**src/design/gib_pkg.sv**
```systemverilog
// Shared constants, lane type and elaboration-time helpers for the initial bearing block.
// Depends on nothing; every other design file refers to it by scoped names.
`default_nettype none

package gib_pkg;

  localparam int STEPS  = 24;
  localparam int ANG_W  = 32;
  localparam int DAT_W  = 64;
  localparam int HALF_W = DAT_W / 2;
  localparam int FRAC   = 56;
  localparam int ZW     = ANG_W + 2;
  localparam int SHW    = $clog2(STEPS);

  // degree conversion: angle = round(|v| * 2^(ANG_W-10) / 3515625), negated for negative v
  localparam int MAG_W  = 32;
  localparam int QW     = ANG_W + 2;
  localparam int DIV_W  = 22;
  localparam int NW     = MAG_W + ANG_W - 9;
  localparam int QD_W   = QW + DIV_W;
  localparam logic [DIV_W-1:0] DIVISOR = DIV_W'(3515625);
  localparam logic [127:0] RECIP_FULL = (128'd1 << (ANG_W - 9 + MAG_W)) / 128'd3515625;
  localparam logic [QW-1:0] RECIP = RECIP_FULL[QW-1:0];

  // flattening factor (1 - f) in Q56
  localparam logic [127:0] FLAT_FULL = (128'd1000000000 << (FRAC + 1)) / 128'd298257223563;
  localparam logic [127:0] FLAT_Q    = (FLAT_FULL + 128'd1) >> 1;
  localparam logic signed [DAT_W-1:0] ONE_M_F = DAT_W'((128'd1 << FRAC) - FLAT_Q);
  localparam logic signed [DAT_W-1:0] ONE_Q   = DAT_W'(128'd1 << FRAC);

  localparam logic [63:0] INV_TWO_PI = 64'h28BE60DB9391054A;

  localparam logic signed [ZW-1:0] Z_QUARTER = ZW'(64'd1 << (ANG_W - 2));
  localparam logic signed [ZW-1:0] Z_HALF    = ZW'(64'd1 << (ANG_W - 1));

  localparam logic [15:0] TURN_CENTI = 16'd36000;

  // pipeline depths
  localparam int ANG_LAT  = 4;
  localparam int QM_LAT   = 3;
  localparam int CORD_LAT = STEPS + 2;
  localparam int RED_LAT  = 3 * CORD_LAT + QM_LAT + 1;

  localparam int CFG_IW = 1;
  typedef enum logic [CFG_IW-1:0] {
    CFG_GOAL_LAT = 1'b0,
    CFG_GOAL_LON = 1'b1
  } cfg_idx_t;

  typedef struct packed {
    logic signed [DAT_W-1:0] x;
    logic signed [DAT_W-1:0] y;
    logic signed [ZW-1:0]    z;
    logic                    tag;
  } lane_t;

  // restoring division, elaboration only
  function automatic logic [63:0] cdiv(input logic [63:0] n, input logic [63:0] d);
    logic [63:0] q;
    logic [64:0] r;
    q = '0;
    r = '0;
    for (int b = 63; b >= 0; b--) begin
      r = {r[63:0], n[b]};
      if (r >= {1'b0, d}) begin
        r = r - {1'b0, d};
        q[b] = 1'b1;
      end
    end
    return q;
  endfunction

  // atan(2^-i) in turns, ANG_W-bit binary angle
  function automatic logic [ANG_W-1:0] atan_entry(input int i);
    logic [63:0]  sum;
    logic [63:0]  term;
    logic [127:0] p;
    logic [63:0]  hi;
    sum = '0;
    if (i == 0) return ANG_W'(64'd1 << (ANG_W - 3));
    for (int k = 0; (2 * k + 1) * i <= 62; k++) begin
      term = cdiv(64'd1 << (62 - (2 * k + 1) * i), 64'(2 * k + 1));
      if ((k & 1) != 0) sum = sum - term;
      else sum = sum + term;
    end
    p  = {64'd0, sum} * {64'd0, INV_TWO_PI};
    hi = p[127:64];
    return ANG_W'((hi + (64'd1 << (61 - ANG_W))) >> (62 - ANG_W));
  endfunction

  // rotation gain: x after rotating the unit vector by zero
  function automatic logic signed [DAT_W-1:0] cordic_gain();
    logic signed [DAT_W-1:0] x;
    logic signed [DAT_W-1:0] y;
    logic signed [DAT_W-1:0] nx;
    logic signed [DAT_W-1:0] ny;
    logic signed [ZW-1:0]    z;
    logic signed [ZW-1:0]    t;
    x = ONE_Q;
    y = '0;
    z = '0;
    for (int i = 0; i < STEPS; i++) begin
      t = ZW'(atan_entry(i));
      if (z >= 0) begin
        nx = x - (y >>> i);
        ny = y + (x >>> i);
        z  = z - t;
      end else begin
        nx = x + (y >>> i);
        ny = y - (x >>> i);
        z  = z + t;
      end
      x = nx;
      y = ny;
    end
    return x;
  endfunction

  localparam logic signed [DAT_W-1:0] GAIN = cordic_gain();

endpackage

`default_nettype wire

```
**src/design/gib_angle.sv**
```systemverilog
// Converts a signed 1e-7 degree value to a binary angle, four pipeline stages.
// Depends on gib_pkg for widths and the reciprocal constant.
`default_nettype none

module gib_angle (
  input  wire logic                       clk,
  input  wire logic                       en,
  input  wire logic signed [31:0]         v_i,
  output logic        [gib_pkg::ANG_W-1:0] a_o
);

  logic                          neg1_r, neg2_r, neg3_r;
  logic [gib_pkg::MAG_W-1:0]     mag1_r, mag2_r, mag3_r;
  logic [gib_pkg::MAG_W+gib_pkg::QW-1:0] prod2_r;
  logic [gib_pkg::QW-1:0]        q3_r;
  logic [gib_pkg::QD_W-1:0]      qd3_r;
  logic [gib_pkg::ANG_W-1:0]     a_r, a_nxt;
  logic [gib_pkg::NW-1:0]        num, rem;
  logic [gib_pkg::QW-1:0]        q, q1;

  always_comb begin
    num = {mag3_r, (gib_pkg::ANG_W - 9)'(0)};
    rem = num - gib_pkg::NW'(qd3_r);
    q   = q3_r + gib_pkg::QW'(rem >= gib_pkg::NW'(gib_pkg::DIVISOR));
    q1  = q + gib_pkg::QW'(1);
    a_nxt = neg3_r ? gib_pkg::ANG_W'(-q1[gib_pkg::ANG_W:1]) : q1[gib_pkg::ANG_W:1];
  end

  always_ff @(posedge clk) begin
    if (en) begin
      neg1_r  <= v_i[31];
      mag1_r  <= v_i[31] ? gib_pkg::MAG_W'(-v_i) : gib_pkg::MAG_W'(v_i);
      neg2_r  <= neg1_r;
      mag2_r  <= mag1_r;
      prod2_r <= (gib_pkg::MAG_W + gib_pkg::QW)'(mag1_r)
               * (gib_pkg::MAG_W + gib_pkg::QW)'(gib_pkg::RECIP);
      neg3_r  <= neg2_r;
      mag3_r  <= mag2_r;
      q3_r    <= prod2_r[gib_pkg::MAG_W +: gib_pkg::QW];
      qd3_r   <= gib_pkg::QD_W'(prod2_r[gib_pkg::MAG_W +: gib_pkg::QW])
               * gib_pkg::QD_W'(gib_pkg::DIVISOR);
      a_r     <= a_nxt;
    end
  end

  assign a_o = a_r;

endmodule

`default_nettype wire

```
**config.mk**
```make
export PLATFORM = sky130hd
export DESIGN_NAME = gib_angle
export DESIGN_NICKNAME = d
export VERILOG_FILES = /design/src/design/gib_pkg.sv /design/src/design/gib_angle.sv
export SDC_FILE = /design/constraint.sdc
export NUM_CORES = 2
export LEC_CHECK = 0
export BUFFER_PORTS_ARGS = -buffer_cell sky130_fd_sc_hd__buf_2
export CORE_ASPECT_RATIO = 1.75
export CORE_MARGIN = 2
export CORE_UTILIZATION = 65
export CTS_BUF_LIST = sky130_fd_sc_hd__clkbuf_4
export DETAILED_ROUTE_END_ITERATION = 6
export PLACE_DENSITY = 0.84
export SETUP_SLACK_MARGIN = 0.5
export SYNTH_ARGS = -nofsm -noshare
export SYNTH_HDL_FRONTEND = slang
export SYNTH_SLANG_ARGS = --single-unit
```
**constraint.sdc**
```tcl
create_clock -name clk -period 10 [get_ports clk]
set_input_delay 1 -clock clk [delete_from_list [all_inputs] [get_ports clk]]
set_output_delay 1 -clock clk [all_outputs]
set_load 0.01 [all_outputs]
```
Word-level counts from Yosys, hierarchy flattened:

Index checks and enable logic that the tools add are counted.

* register bits after elaboration: 281
* word-level logic and storage cells: 21

* $mul: 2
* $lt $le $gt $ge: 1
* mux-type cells: 2
* add/subtract/negate cells: 5

Operators by type and width (count)
* $neg 32->32: 2
* $mul 32x30->62 const B: 1
* $ge 55x22->1 const B: 1
* $mul 34x22->55 const B: 1
* $sub 55x55->55: 1
* $add 33x1->33: 1
* $add 33x1->33 const B: 1
* $mux 32: 1
* $mux 31: 1

Depth between registers and ports, before layout:

* depth in word-level cells: 6
* gate-level depth with buffers: 32
* depth with buffers taken out: 31

Least setup slack after synthesis:

OpenSTA, ideal clock, no wires.

* path kind: reg-to-reg
* start: register mag1_r[20] (netlist bit)
* end: register prod2_r[65] (netlist bit) (data pin)
* data arrival time: 7.652 ns
* path slack: 2.088 ns
* cell stages (with the launch flop): 30
* path buffers: 0
* clock period less this slack: 7.912 ns
* setup time: 0.260 ns
* cells stage by stage: edfxtp_1 -> inv_1 -> fa_1 -> fa_1 -> fa_1 -> fa_1 -> inv_1 -> fa_1 -> inv_1 -> fa_1 -> inv_1 -> fa_1 -> inv_1 -> fa_1 -> inv_1 -> ha_1 -> a21o_1 -> a21oi_1 -> nor2b_1 -> o31a_1 -> nor4_1 -> a21oi_1 -> a2111oi_0 -> o31ai_1 -> a21boi_0 -> a311oi_1 -> nand4_1 -> nand4b_1 -> a21oi_1 -> xnor2_1

* cells in the longest elaborated chain, start to end: 1

Ends and longest elaborated chain
* from (decl): line gib_angle.sv:13 `logic [gib_pkg::MAG_W-1:0] mag1_r, mag2_r, mag3_r;`
* from (signal assigned): line gib_angle.sv:32 `mag1_r <= v_i[31] ? gib_pkg::MAG_W'(-v_i) : gib_pkg::MAG_W'(v_i);`
* $mul 32x30->62: line gib_angle.sv:36 `* (gib_pkg::MAG_W + gib_pkg::QW)'(gib_pkg::RECIP);`
* to (signal assigned): line gib_angle.sv:35 `prod2_r <= (gib_pkg::MAG_W + gib_pkg::QW)'(mag1_r)`
* to (decl): line gib_angle.sv:14 `logic [gib_pkg::MAG_W+gib_pkg::QW-1:0] prod2_r;`

Every way passes these cells.
A chain may end at the register's enable or synchronous reset.

Worst setup path in the final report:

* start: register mag1_r[11] (netlist bit)
* end: register prod2_r[65] (netlist bit) (data pin)

Same word-level chain as after synthesis.

==> results.json <==
{
  "drc": 0,
  "drive_above_1_share_pct": 5.86,
  "core_um2": 64000,
  "dr.first_iter.drc_count": 1610,
  "outcome": "finished clean",
  "cts_tree": "built",
  "htree_levels": 3,
  "wl_per_cell_um": 23.6,
  "clkLatencyLatePin_ns": 0.91,
  "synth_area_per_cell_um2": 10.8,
  "fin_tns_setup_ns": 0,
  "tightest_slew_ns": 1.10,
  "post-route-period-util_pct": 90.8,
  "critPathLaunch": "mag1_r[11]$_DFFE_PP_",
  "syn_to_final_growth_pct": 5.73,
  "grt_pass1_wl_um": 179000,
  "min_from": "v_i[0]",
  "synth_compound_area_share_pct": 6.75,
  "port_buffers": 65,
  "ys_seq_area_share_pct": 17.9,
  "cts_buffers": 67,
  "yosysTopAreaCellShare_pct": 34.5,
  "via_count": 28800,
  "yosysTopAreaCell": "fa_1",
  "fmax_ghz": 0.110,
  "firstDrtPassIters": 7,
  "cts_root_buf": "clkbuf_4",
  "grt_pass1_vias": 32500,
  "antenna_found_initial": 2,
  "synth_xor_area_share_pct": 3.91,
  "crit_top_cell": "fa_1",
  "worst_setup_path_end_kind": "flip-flop",
  "grt_overflow": 0,
  "critPathSlowestCell": "edfxtp_1",
  "die_w_um": 196,
  "initial_utilization_pct": 65.5,
  "synth_ff_type": "edfxtp_1",
  "setup_violations": 0,
  "ios": 66,
  "rows": 123,
  "routed_via_density": 5.93,
  "nets": 5420,
  "die_height_um": 340,
  "rr_startpoint": "mag1_r[11]$_DFFE_PP_",
  "place_hpwl_um": 98800,
  "finalMaxSlewViolations": 0,
  "synth_simple_gate_area_share_pct": 6.86,
  "worstPathBufferInverterCount": 6,
  "grt_use_total_pct": 36.5,
  "synth_edf_count": 250,
  "synth_mux_area_share_pct": 0.272,
  "crit_fanout": 10,
  "hold_class": "primary input to flip-flop",
  "synth_top_family_by_area": "adder cells",
  "drv_cap": 0,
  "rsz0062_at_grt": "no",
  "synth_cells": 3874,
  "synth_cell_types": 84,
  "synth_area_leaders": "fa_1, ha_1, edfxtp_1",
  "yosys_warnings": 0,
  "clock_sinks": 250,
  "gp_congestion": 1.01,
  "hold_viol": 0,
  "ant_nets": 0,
  "fin_crit_ns": 9.08,
  "worst-setup-path-type": "flip-flop to flip-flop",
  "cp.required_ns": 10.58,
  "synth-seq-cells": 250,
  "instances_no_fill": 4858,
  "dp_cells": 4729,
  "wl_um": 115000,
  "clk_pin_slew_ns": 0.07,
  "grt_max_degree": 102,
  "cp-start-kind": "flip-flop",
  "slew_headroom_pct": 25.7,
  "syn_area_um2": 41900,
  "max_stage_delay_ns": 0.66,
  "cts_buffer_depth": 3,
  "skew_ns": 0.0911,
  "syn_nets": 5301,
  "path_delay_family": "adder cells",
  "synth_fa_ha_area_share_pct": 54.5,
  "die-area_um2": 66600,
  "critPathArrivalTime_ns": 9.67,
  "ys_async_sr_fraction_pct": 0
}
[cell families (layout without fill, tap and decap cells)]
family	after synthesis	in the layout
mux	11	11
flops	250	250
buf+inv	1083	1250
compound gates	422	422
other cells	0	5
simple gates	529	529
xor+xnor	186	186
fa+ha+maj	1393	1393
[path summary, 6_finish.rpt]
| path | endpoint | cells past startpoint | slack [ns] |
|---|---|---|---|
| min reg2reg | mag3_r[3]$_DFFE_PP_ | 0 | 0.41 |
| min | mag1_r[0]$_DFFE_PP_ | 1 | 0.31 |
| max | prod2_r[65]$_DFFE_PP_ | 29 | 0.92 |
| max reg2reg | prod2_r[65]$_DFFE_PP_ | 29 | 0.92 |
[worst register-to-register path, delay by kind of cell (launching register included)]
kind,cells,cell delay (ns)
xor+xnor,1,0.08
fa+ha+maj,9,4.46
simple gates,2,0.28
flops,1,0.66
buf+inv,6,0.62
compound gates,11,2.65
[metal layers]
metal | vias to the layer above | track usage, % | wire length, um
li1 | 12900 | - | -
met5 | - | 0 | 0
met4 | 0 | 34.2 | 13600
met3 | 573 | 4.87 | 4940
met2 | 1080 | 66.8 | 60700
met1 | 14300 | 34.7 | 35300
[state kept, by name, indices dropped and copies added (netlist names)]
register,cells
neg1_r,1
neg3_r,1
q3_r,33
qd3_r,52
mag2_r,32
mag3_r,32
mag1_r,32
neg2_r,1
prod2_r,34
a_o,32
[cell usage after synthesis (20+ instances only)]
library cell / n
o21a_1: 24
o21ai_0: 69
ha_1: 670
nand2b_1: 32
nor2_1: 109
nand3_1: 40
xor2_1: 54
nor4_1: 28
nor3_1: 44
xnor2_1: 131
clkbuf_1: 37
inv_1: 1039
nand2_1: 97
fa_1: 723
edfxtp_1: 250
or3_1: 22
a21oi_1: 113
nand4_1: 31
a21o_1: 44
o31ai_1: 20
[cell usage in the layout, fill, tap and decap left out, drive strengths merged, types with 8 or more instances in the layout]
cell type,Yosys,layout
a211oi,17,17
a21o,44,44
a21oi,115,115
a31oi,13,13
and2,13,13
and3,18,18
and4,15,15
buf,7,94
bufinv,0,8
clkbuf,37,87
clkinv,0,19
edfxtp,250,250
fa,723,723
ha,670,670
inv,1039,1042
mux2i,8,8
nand2,97,97
nand2b,32,32
nand3,40,40
nand4,32,32
nor2,110,110
nor2b,19,19
nor3,46,46
nor3b,10,10
nor4,30,30
o21a,24,24
o21ai,72,72
o21bai,19,19
o31ai,24,24
o41ai,12,12
or3,22,22
or4,16,16
xnor2,132,132
xor2,54,54
[cell type report]
| cell class | instances | area, um^2 |
|---|---|---|
| flip-flops and latches | 250 | 7510 |
| multi-input cells | 2541 | 30300 |
| clock inverters | 30 | 337 |
| repair buffers | 94 | 553 |
| diodes | 5 | 12.5 |
| inverters | 1039 | 3900 |
| well taps | 812 | 1020 |
| fillers | 4788 | 19700 |
| clock buffers | 87 | 653 |
[through the flow]
stage / utilization, % / hold slack (ns) / setup slack (ns) / area (um^2)
floorplan: - / 0.400 / 2.09 / 41900
global placement: 67.5 / 0.401 / 0.646 / 43200
detailed placement: 67.5 / 0.405 / 0.608 / 43200
CTS: 69.1 / 0.269 / 0.517 / 44200
global route: 69.2 / 0.293 / 0.540 / 44300
finish: 69.2 / 0.314 / 0.917 / 44300
[what timing repair did]
item                       CTS  global route
hold endpoints to repair     0             0
resized for setup            0             3
hold buffers                 0             0
setup buffers                0             7
setup endpoints to repair    0            10
Power is left out: the tool's default activity adds up to more than one toggle a clock period on the data nets, which glitch-free logic cannot reach.
